$ cat src/design/mseu_ram.sv
// Generic single-write, single-read RAM with a registered read port.
// No dependencies.
module mseu_ram #(
   parameter int WIDTH = 32,
   parameter int DEPTH = 32
) (
   input  logic                                  clock,
   input  logic                                  we,
   input  logic [(DEPTH > 1 ? $clog2(DEPTH) : 1)-1:0] waddr,
   input  logic [WIDTH-1:0]                      wdata,
   input  logic [(DEPTH > 1 ? $clog2(DEPTH) : 1)-1:0] raddr,
   output logic [WIDTH-1:0]                      rdata
);
   logic [WIDTH-1:0] mem [DEPTH];
   logic [WIDTH-1:0] rdata_ff;

   always_ff @(posedge clock) begin
      if (we) begin
         mem[waddr] <= wdata;
      end
      rdata_ff <= mem[raddr];
   end

   assign rdata = rdata_ff;
endmodule

$ cat config.mk
export PLATFORM = sky130hd
export DESIGN_NAME = mseu_ram
export DESIGN_NICKNAME = d
export VERILOG_FILES = /design/src/design/mseu_ram.sv
export SDC_FILE = /design/constraint.sdc
export NUM_CORES = 1
export LEC_CHECK = 0
export ABC_AREA = 1
export ABC_CLOCK_PERIOD_IN_PS = 2900
export BUFFER_PORTS_ARGS = -buffer_cell sky130_fd_sc_hd__buf_4
export CORE_MARGIN = 1
export CORE_UTILIZATION = 45
export CTS_CLUSTER_DIAMETER = 60
export DETAILED_ROUTE_END_ITERATION = 7
export PLACE_DENSITY_LB_ADDON = 0.08
export SLEW_MARGIN = 40
export SYNTH_ARGS = -nofsm -noshare
export SYNTH_HDL_FRONTEND = slang
export SYNTH_SLANG_ARGS = --single-unit
$ cat constraint.sdc
create_clock -name clock -period 2.9 [get_ports clock]
set_input_delay 0.145 -clock clock [delete_from_list [all_inputs] [get_ports clock]]
set_output_delay 0.145 -clock clock [all_outputs]
set_load 0.02 [all_outputs]
* Word-level counts from Yosys, hierarchy flattened
Memory sizes are Yosys's and may differ from the RTL's. A register that Yosys moved wholly into a read port is not among the register bits.
Index checks and enable logic that the tools add are counted.
** Operators by class
- Mux-type cells :: 2
** Operators with widths (count)
- two-way mux 1 bit :: 2
** Word-level totals
- Flip-flop bits (word level) :: 0
- Bits in writable memories :: 1024
- Input port bits :: 44
- Output and inout bits :: 32
- Memories :: 1
** Memories
- mem :: words 32, bits a word 32, rd ports 1, clocked after Yosys merged registers in 1, write ports 1, RTL line 14 : logic [WIDTH-1:0] mem [DEPTH];

* Depth between registers and ports, before layout
Gate-level depths: netlist of run 1.
- Word-level depth :: 2
- Mapped depth :: 12

* Worst setup path before layout of run 1
OpenSTA, ideal clock, no wires.
- Path type :: input-to-reg
- From :: input port waddr[0] (netlist name)
- To :: memory mem[0][0] (enable)
- Library setup time :: 421 ps
- Data arrival time :: 1800 ps
- Data required time :: 2479 ps
- Slack :: 679 ps
- Stages :: 3
- Cells stage by stage :: inv_1 -> nand3_1 -> nor2_1
** RTL lines
- from (decl) :: RTL line 9 : input logic [(DEPTH > 1 ? $clog2(DEPTH) : 1)-1:0] waddr,
- to (decl) :: RTL line 14
Straight into the memory's write port.

* Worst setup path after layout of run 1
- From :: register rdata_ff[20], in the netlist rdata[20] (read register of mem)
- To :: output port rdata[20]
** RTL lines
- from (decl) :: RTL line 15 : logic [WIDTH-1:0] rdata_ff;
- to (decl) :: RTL line 12 : output logic [WIDTH-1:0] rdata
No word-level cell between the ends.

==> results of run 1 <==
==> path summary, 6_finish.rpt <==
| kind | startpoint | to | slack (ns) | cells past startpoint |
|---|---|---|---|---|
| worst max register to register | mem[9][17] | rdata[17] | 1.52 | 8 |
| worst min register to register | mem[18][9] | rdata[9] | 0.76 | 8 |
| worst max-delay path | rdata[20] | rdata[20] | 1.36 | 1 |
| worst min-delay path | raddr[2] | rdata[13] | 0.09 | 7 |
==> area by class of cell <==
| class | count | area (µm²) |
|---|---|---|
| Inverter | 10 | 70.1 |
| Multi-Input combinational cell | 2252 | 9670 |
| Sequential cell | 1056 | 31400 |
| Clock inverter | 62 | 782 |
| Fill cell | 8067 | 44400 |
| Tap cell | 1254 | 1570 |
| Antenna cell | 3 | 7.51 |
| Timing Repair Buffer | 223 | 2250 |
| Clock buffer | 147 | 3170 |
==> sequential cells by signal (all words and copies together), names as in the netlist <==
| name | count |
|---|---|
| mem | 1024 |
| rdata | 32 |
==> stage by stage <==
step                hold slack (ns)  cell area (µm²)  util [%]  power, µW
floorplan                     0.244            42400         -      18600
global placement              0.560            44600      47.8      19500
detailed placement            0.559            44600      47.8      19500
CTS                          0.0641            48900      52.4      34700
global route                  0.108            48900      52.4      35500
finish                       0.0916            48900      52.4      34400
==> worst reg2reg max path: cells and delay by family (launching register included) <==
family	cells	cell delay, ns
AND/OR/NAND/NOR	8	0.88
flip-flops	1	0.36
==> kinds of logic (layout without fill, tap and decap cells) <==
kind of cell	after synthesis	count (layout)
simple gates	2252	2252
other cells	0	3
buf+inv	228	442
flops	1056	1056
==> power by group through the flow <==
stage               logic [µW]  registers (µW)  clock network, µW
floorplan                 1170           17400                  0
global placement          2130           17400                  0
detailed placement        2150           17400                  0
CTS                       2190           17000              15400
global route              2380           17100              16000
finish                    2180           17000              15200
==> routing by layer <==
layer / share of wire (%) / vias to the layer above / GRT usage, %
met5: 0.0068 / - / 0
met4: 2.7 / 2 / 8.19
met3: 5.6 / 197 / 3.35
met2: 48 / 834 / 40.7
met1: 44 / 13675 / 34.7
li1: - / 12596 / -
==> cells in the final DEF, fill, tap and decap left out <==
master         Yosys  layout
buf_8              3       2
clkinv_4           0       1
dlygate4sd3_1      0      33
edfxtp_1        1024    1024
inv_16             0       1
inv_4              0       1
bufinv_16          0      18
buf_6             66       1
diode_2            0       3
clkinv_2           0      23
clkbuf_8           0      13
inv_1              7       5
buf_12             0      38
nand2_1         1440    1440
clkinvlp_4         0       5
buf_4             24     149
nand3_1          780     780
clkbuf_16          0     117
nor2_4             0      32
dfxtp_1           32      32
inv_8              1       3
inv_6              0       3
clkinv_1           0      12
clkbuf_1          24      17
==> run metrics, run 1 <==
status=finished clean; Setup Fix Bufs, Post-CTS=0; flops & latches, synth=roughly 1100; Yosys Warn Count=0; CP Launch Type=flop; post-route antenna net violation count=0; pwr dens=roughly 700 nW/µm²; delay of the slowest critical-path stage=approximately 0.50 ns; First-pass DRT Iterations=6; largest cells by area after synthesis=edfxtp_1 73%, nand2_1 13%, nand3_1 9.2%, buf_6 1.8%, dfxtp_1 1.5%; post-cts sizing count=0; Total Die Area=95500 µm²; grt ovf=0; Final period util=53.1%; root buffer cell=clkbuf_16; top cells by count, synth=1440 x nand2_1, 1024 x edfxtp_1, 780 x nand3_1; first-pass GRT wire length=about 180000 µm; sw power=roughly 7600 µW; Comb pwr share=approximately 6.3%; Synth-to-Final Area Change=15.3%; pre-CTS setup slack=0.882 ns; Port Buffers=75; post-synth top area cell=edfxtp_1; Post-Synth Simple-Gate Area=around 22%; core area=between 90000 and 100000 µm²; clock skew=roughly 0.018 ns; Buf/Inv on CP=1; ys async rst share=0%; Syn Inst Count=3536; WL final=approximately 120000 µm; Flop pwr share=49.5%; WP data required=between 2 and 3 ns; share of layout cells above drive strength 1=10.9%; crit-path leading delay family=flip-flops; routability-driven placement congestion ratio=roughly 0.84; Final nets=3701; number of antenna violations at the first check in global routing=4; syn nets=3580; EDFF count, synth=roughly 1000; number of global-route vias before repair=27047; Synth Area in Adders=0%; Worst setup EP type=output pin; Seq/Total Area, Yosys=roughly three quarters; Rows=roughly 110; Die W=around 310 µm; critical path class=reg2out; sw frac=22.0%; Fmax achieved=between 600 and 700 MHz; Tmin final=1.54 ns; CP Max Fanout=1; Post-CTS Hold Fix Bufs=33; final worst-path setup slack=1.36 ns; count leader, synth=nand2_1; Yosys top cell area share=between 70 and 80%; total global-route track usage=around a quarter; worst hold path type=in2reg; initial core utilization=a little under half; Clk Latency, worst-skew pair=0.69 ns; Tightest Pin Transition=between 0.7 and 0.8 ns; Hold Vio Cnt, Final=0; CTS tree=yes; detailed-route via count=around 27000; RSZ-0062 raised after global routing=no; Leak=around 0.018 µW; hpwl dp=64400 µm; htree depth=3; Clock power frac=~44%; setup TNS=0 ns; Critical-path top delay cell=dfxtp_1; DRC=0; Compound-Gate Fraction of Synth Area=0%; Max-Cap Viols=0; Non-Filler Instances=~5000; Post-Syn Area=42400 µm²; mux contribution to synthesized area=0%; I/O pins=76; Initial DRC Count=between 2000 and 2500; Via density=~5.5; buffer levels on the longest clock path=3; main combinational cell family by area after synthesis=simple AND/OR/NAND/NOR gates; Power Internal=26900 µW; Placed Cells=between 4000 and 5000; Worst EP arrival=about 1.4 ns; top_reg_cell synth=edfxtp_1; Yosys cell types=14; clk sinks=around 1100; routed wire length per instance=23.6 µm; CP cell instances=buf_4; total CTS buffers=between 100 and 150; XOR/XNOR Fraction of Synth Area=0%; Syn Area/Cell=12.0 µm²; Max VDD drop=between 0.5 and 0.6 mV; Die H=approximately 310 µm; CTS clk-pin slew, worst paths=~0.06 ns; Finish-stage setup viols=0; slew margin rel.=about 53%; largest net degree at the start of global routing=between 100 and 150; Final Slew Violations=0
Note: power is estimated with default switching activity, not from simulation.
==> inputs of run 2 (changes only) <==
- ABC_CLOCK_PERIOD_IN_PS: 2900 -> 1400
- clock period: 2.9 -> 1.4 ns (I/O delays scaled with it)
==> run 2 against run 1 <==
Net effect: cell area up 4.3%; critical path depth unchanged; non-clock buffer count up 165; highest routed layer unchanged; power up 100%; critical path type unchanged; largest power group unchanged.
==> run metrics, run 2 (synthesized netlist as in run 1, its figures left out) <==
Non-Filler Instances=roughly 5200; number of antenna violations at the first check in global routing=3; hpwl dp=72900 µm; First-pass DRT Iterations=7; number of global-route vias before repair=around 27000; Via density=5.44; clk sinks=between 1000 and 1500; CP cell instances=buf_4; Placed Cells=~5000; share of layout cells above drive strength 1=between 10% and 20%; setup TNS=0 ns; WP data required=between 1 and 1.5 ns; core area=around 93000 µm²; largest reg by FF count=mem; CTS clk-pin slew, worst paths=~0.060 ns; routability-driven placement congestion ratio=0.834; worst hold path type=in2reg; Buf/Inv on CP=1; Max-Cap Viols=0; slew margin rel.=71.8%; Critical-path top delay cell=dfxtp_1; Setup Fix Bufs, Post-CTS=0; grt ovf=0; Finish-stage setup viols=0; Final period util=96.4%; initial core utilization=about 45%; pwr dens=around 1400 nW/µm²; delay of the slowest critical-path stage=0.40 ns; Max VDD drop=a little over 1 mV; buffer levels on the longest clock path=3; Fmax achieved=741 MHz; crit-path leading delay family=flip-flops; routed wire length per instance=around 24 µm; Port Buffers=75; CP Max Fanout=1; DRC=0; critical path class=reg2out; first-pass GRT wire length=180000 µm; Leak=0.0190 µW; htree depth=3; CTS tree=yes; clock skew=between 0.02 and 0.03 ns; Fillers=~7900; Final nets=slightly below 4000; most frequent cells in the layout=1440 x nand2_1, 1024 x edfxtp_1, 776 x nand3_1; most common cell after layout, fill and taps aside=nand2_1; Die H=between 300 and 400 µm; CP Launch Type=flop; Tightest Pin Transition=0.423 ns; Hold Vio Cnt, Final=0; Tmin final=roughly 1.3 ns; detailed-route via count=28139; Total Die Area=95500 µm²; I/O pins=76; total global-route track usage=between 20% and 30%; root buffer cell=clkbuf_16; Worst EP arrival=around 1.3 ns; largest net degree at the start of global routing=44; post-route antenna net violation count=0; Die W=around 310 µm; status=finished clean; dpl cell area=about 47000 µm²; Finished Cell Area=between 50000 and 60000 µm²; Final Slew Violations=0; total CTS buffers=111; WL final=approximately 120000 µm; Worst setup EP type=output pin; Initial DRC Count=around 2600; max FFs per register=1024; RSZ-0062 raised after global routing=no; Synth-to-Final Area Change=20.4%; Rows=approximately 110; Clk Latency, worst-skew pair=0.68 ns
[run 2: cell count changes in the layout (fill, tap and decap cells not counted), sizes merged]
cell and change:
buf +164, bufinv -7, clkbuf +3, diode -2, inv +2, clkinv -1
clkinvlp +1, dlygate4sd3 +1
[run 2: metal layers]
metal | part of all wire (%) | GRT usage (%)
met4 | 2.4 | 7.44
met5 | 0.011 | 0
met2 | 47 | 41.8
met3 | 5.9 | 3.31
met1 | 44 | 36.9
[run 2: cell type report]
class / count / area, µm² / area share [%]
diodes: 1 / 2.50 / 0.00490
flip-flops and latches: 1056 / 31400 / 61.5
repair buffers: 388 / 4660 / 9.12
inverters: 10 / 67.6 / 0.132
clock inverters: 57 / 588 / 1.15
well taps: 1254 / 1570 / 3.07
multi-input cells: 2252 / 9710 / 19.0
clock buffers: 150 / 3050 / 5.97
[run 2: final timing paths]
check,start,end,slack (ns),cells after the start
worst min-delay path,raddr[2],rdata[9],0.07,7
worst max register to register,mem[10][4],rdata[4],0.22,8
worst min register to register,mem[14][25],rdata[25],0.75,8
worst max-delay path,rdata[24],rdata[24],0.05,1
[run 2: power by group]
part,internal (µW),leakage (µW),switching (µW)
Combinational,1710,0.00770,3220
Clock,17300,0.00176,12000
Sequential,35100,0.00949,162
[run 2: timing repair]
item | CTS | global route
gates resized for setup | 4 | 0
setup endpoints to repair | 4 | 0
hold endpoints to repair | 1048 | 0
hold buffers | 34 | 0
[run 2: through the flow]
stage / utilization (%) / hold WS [ns] / worst slack (ns) / total power (µW)
after global routing: 54.7 / 0.0791 / 0.0203 / 71600
after floorplan: - / 0.169 / -0.0554 / 38500
after CTS: 54.7 / 0.0395 / 0.00868 / 70000
final: 54.7 / 0.0675 / 0.0510 / 69500
after detailed placement: 50.4 / 0.486 / -0.102 / 40800
after global placement: 50.4 / 0.480 / -0.102 / 40800
==> inputs of run 3 (changes only) <==
- CORE_ASPECT_RATIO: unset -> 1.1
- SKIP_LAST_GASP: unset -> 1
==> run 3 against run 2 <==
Net effect: clock power down 3%; sequential cell count unchanged; critical path depth unchanged; cell count down 0.91%; critical path type unchanged; highest routed layer unchanged.
==> run metrics, run 3 (synthesized netlist as in run 1, its figures left out) <==
status=finished clean; number of antenna violations at the first check in global routing=1; CP cell instances=buf_4; core area=around 93000 µm²; Synth-to-Final Area Change=19.0%; Finish-stage setup viols=0; routability-driven placement congestion ratio=approximately 0.83; Fillers=7771; buffer levels on the longest clock path=3; largest net degree at the start of global routing=61; htree depth=3; most frequent cells in the layout=1440 x nand2_1, 1024 x edfxtp_1, 776 x nand3_1; Final Slew Violations=0; worst hold path type=in2reg; Hold Vio Cnt, Final=0; Via density=around 5.4; CTS tree=yes; largest reg by FF count=mem; Die H=324 µm; root buffer cell=clkbuf_16; number of global-route vias before repair=about 27000; Critical-path top delay cell=dfxtp_2; WP data required=around 1.3 ns; Tmin final=around 1.3 ns; hpwl dp=around 69000 µm; clk sinks=1056; Fmax achieved=between 700 and 800 MHz; Max VDD drop=1.01 mV; Final nets=around 3800; Rows=about 120; total global-route track usage=between 20% and 30%; post-route antenna net violation count=0; worst hold endpoint=rdata[15]; routed wire length per instance=23.6 µm; Leak=0.0187 µW; hold_sp=raddr[3]; Worst EP arrival=approximately 1.3 ns; hold depth=6; Die W=295 µm; WL final=approximately 120000 µm; Initial DRC Count=between 2000 and 2500; max FFs per register=1024; I/O pins=between 70 and 80; Final Util=54.3%; Final period util=a little over nine tenths; clock skew=roughly 0.026 ns; most common cell after layout, fill and taps aside=nand2_1; RSZ-0062 raised after global routing=no; Tightest Pin Transition=0.437 ns; Buf/Inv on CP=1; FF-to-FF Start=mem[27][11]; Pwr Total=around 70000 µW; Register-to-Register Path Depth=8; Setup Fix Bufs, Post-CTS=0; Inserted Diodes=0; share of layout cells above drive strength 1=roughly 13%; R2R Setup Slk=0.23 ns; delay of the slowest critical-path stage=between 0.4 and 0.5 ns; CTS clk-pin slew, worst paths=around 0.06 ns; slew margin rel.=just over 70%; Worst setup EP type=output pin; Clk Latency, worst-skew pair=between 0.6 and 0.7 ns; Total Die Area=approximately 95000 µm²; Port Buffers=between 70 and 80; Non-Filler Instances=about 5100; grt ovf=0; Placed Cells=4886; pwr dens=between 1000 and 1500 nW/µm²; DRC=0; Max-Cap Viols=0; CP Launch Type=flop; First-pass DRT Iterations=5; reg2reg end=rdata[11]; critical path class=reg2out; detailed-route via count=roughly 28000; crit-path leading delay family=flip-flops; initial core utilization=about 46%; CP Max Fanout=1; first-pass GRT wire length=~180000 µm; total CTS buffers=between 100 and 150
-- run 3: cell types whose count changed in the layout (fill, tap and decap cells not counted), sizes merged --
cell | before | now
buf | 354 | 319
bufinv | 11 | 7
clkbuf | 150 | 152
clkinvlp | 6 | 4
inv | 15 | 13
diode | 1 | 0
-- run 3: timing repair --
| item | CTS | global route |
|---|---|---|
| hold endpoints to repair | 1047 | 0 |
| gates resized for setup | 5 | 0 |
| hold buffers | 34 | 0 |
| setup endpoints to repair | 5 | 0 |
-- run 3: power breakdown --
group / total, µW / internal [µW] / switching [µW]
Sequential: 35300 / 35100 / 174
Clock: 28300 / 16400 / 11900
Combinational: 4870 / 1670 / 3190
-- run 3: cell type report --
class | instances | area, µm² | area share (%)
Inverter | 10 | 67.6 | 0.134
Timing Repair Buffer | 353 | 4240 | 8.41
Tap cell | 1249 | 1560 | 3.10
Clock buffer | 152 | 3040 | 6.03
Multi-Input combinational cell | 2252 | 9710 | 19.2
Sequential cell | 1056 | 31400 | 62.2
Clock inverter | 49 | 438 | 0.868
-- run 3: worst max-delay path by stage --
stage,slack (ns),cells after the start,from,end
global placement,-0.12,12,raddr[0],rdata[25]
global route,0.04,1,rdata[16],rdata[16]
floorplan,-0.06,3,waddr[2],mem[3][0]
finish,0.06,1,rdata[14],rdata[14]
CTS,0.005,1,rdata[16],rdata[16]
detailed placement,-0.16,12,raddr[0],rdata[25]
-- run 3: tightest hold or removal path: cells and delay by family --
kind / cells / cell delay [ns]
buf+inv: 2 / 0.37
simple gates: 4 / 0.24
-- run 3: stage by stage --
step                hold WS [ns]  setup TNS [ns]  area [µm²]  setup slack (ns)
CTS                       0.0234               0       50500           0.00519
finish                    0.0691               0       50500            0.0617
detailed placement         0.485          -0.921       46600            -0.158
global placement           0.481          -0.744       46600            -0.124
floorplan                  0.169          -38.82       42700           -0.0554
global route              0.0650               0       50500            0.0381
-- run 3: per-layer routing --
metal | vias to the layer above | GRT usage (%) | routed length, µm
met3 | 175 | 3.08 | 6320
met5 | - | 0 | 10
li1 | 12842 | - | -
met2 | 854 | 42.8 | 59100
met4 | 2 | 7.40 | 2870
met1 | 13966 | 35.6 | 52700
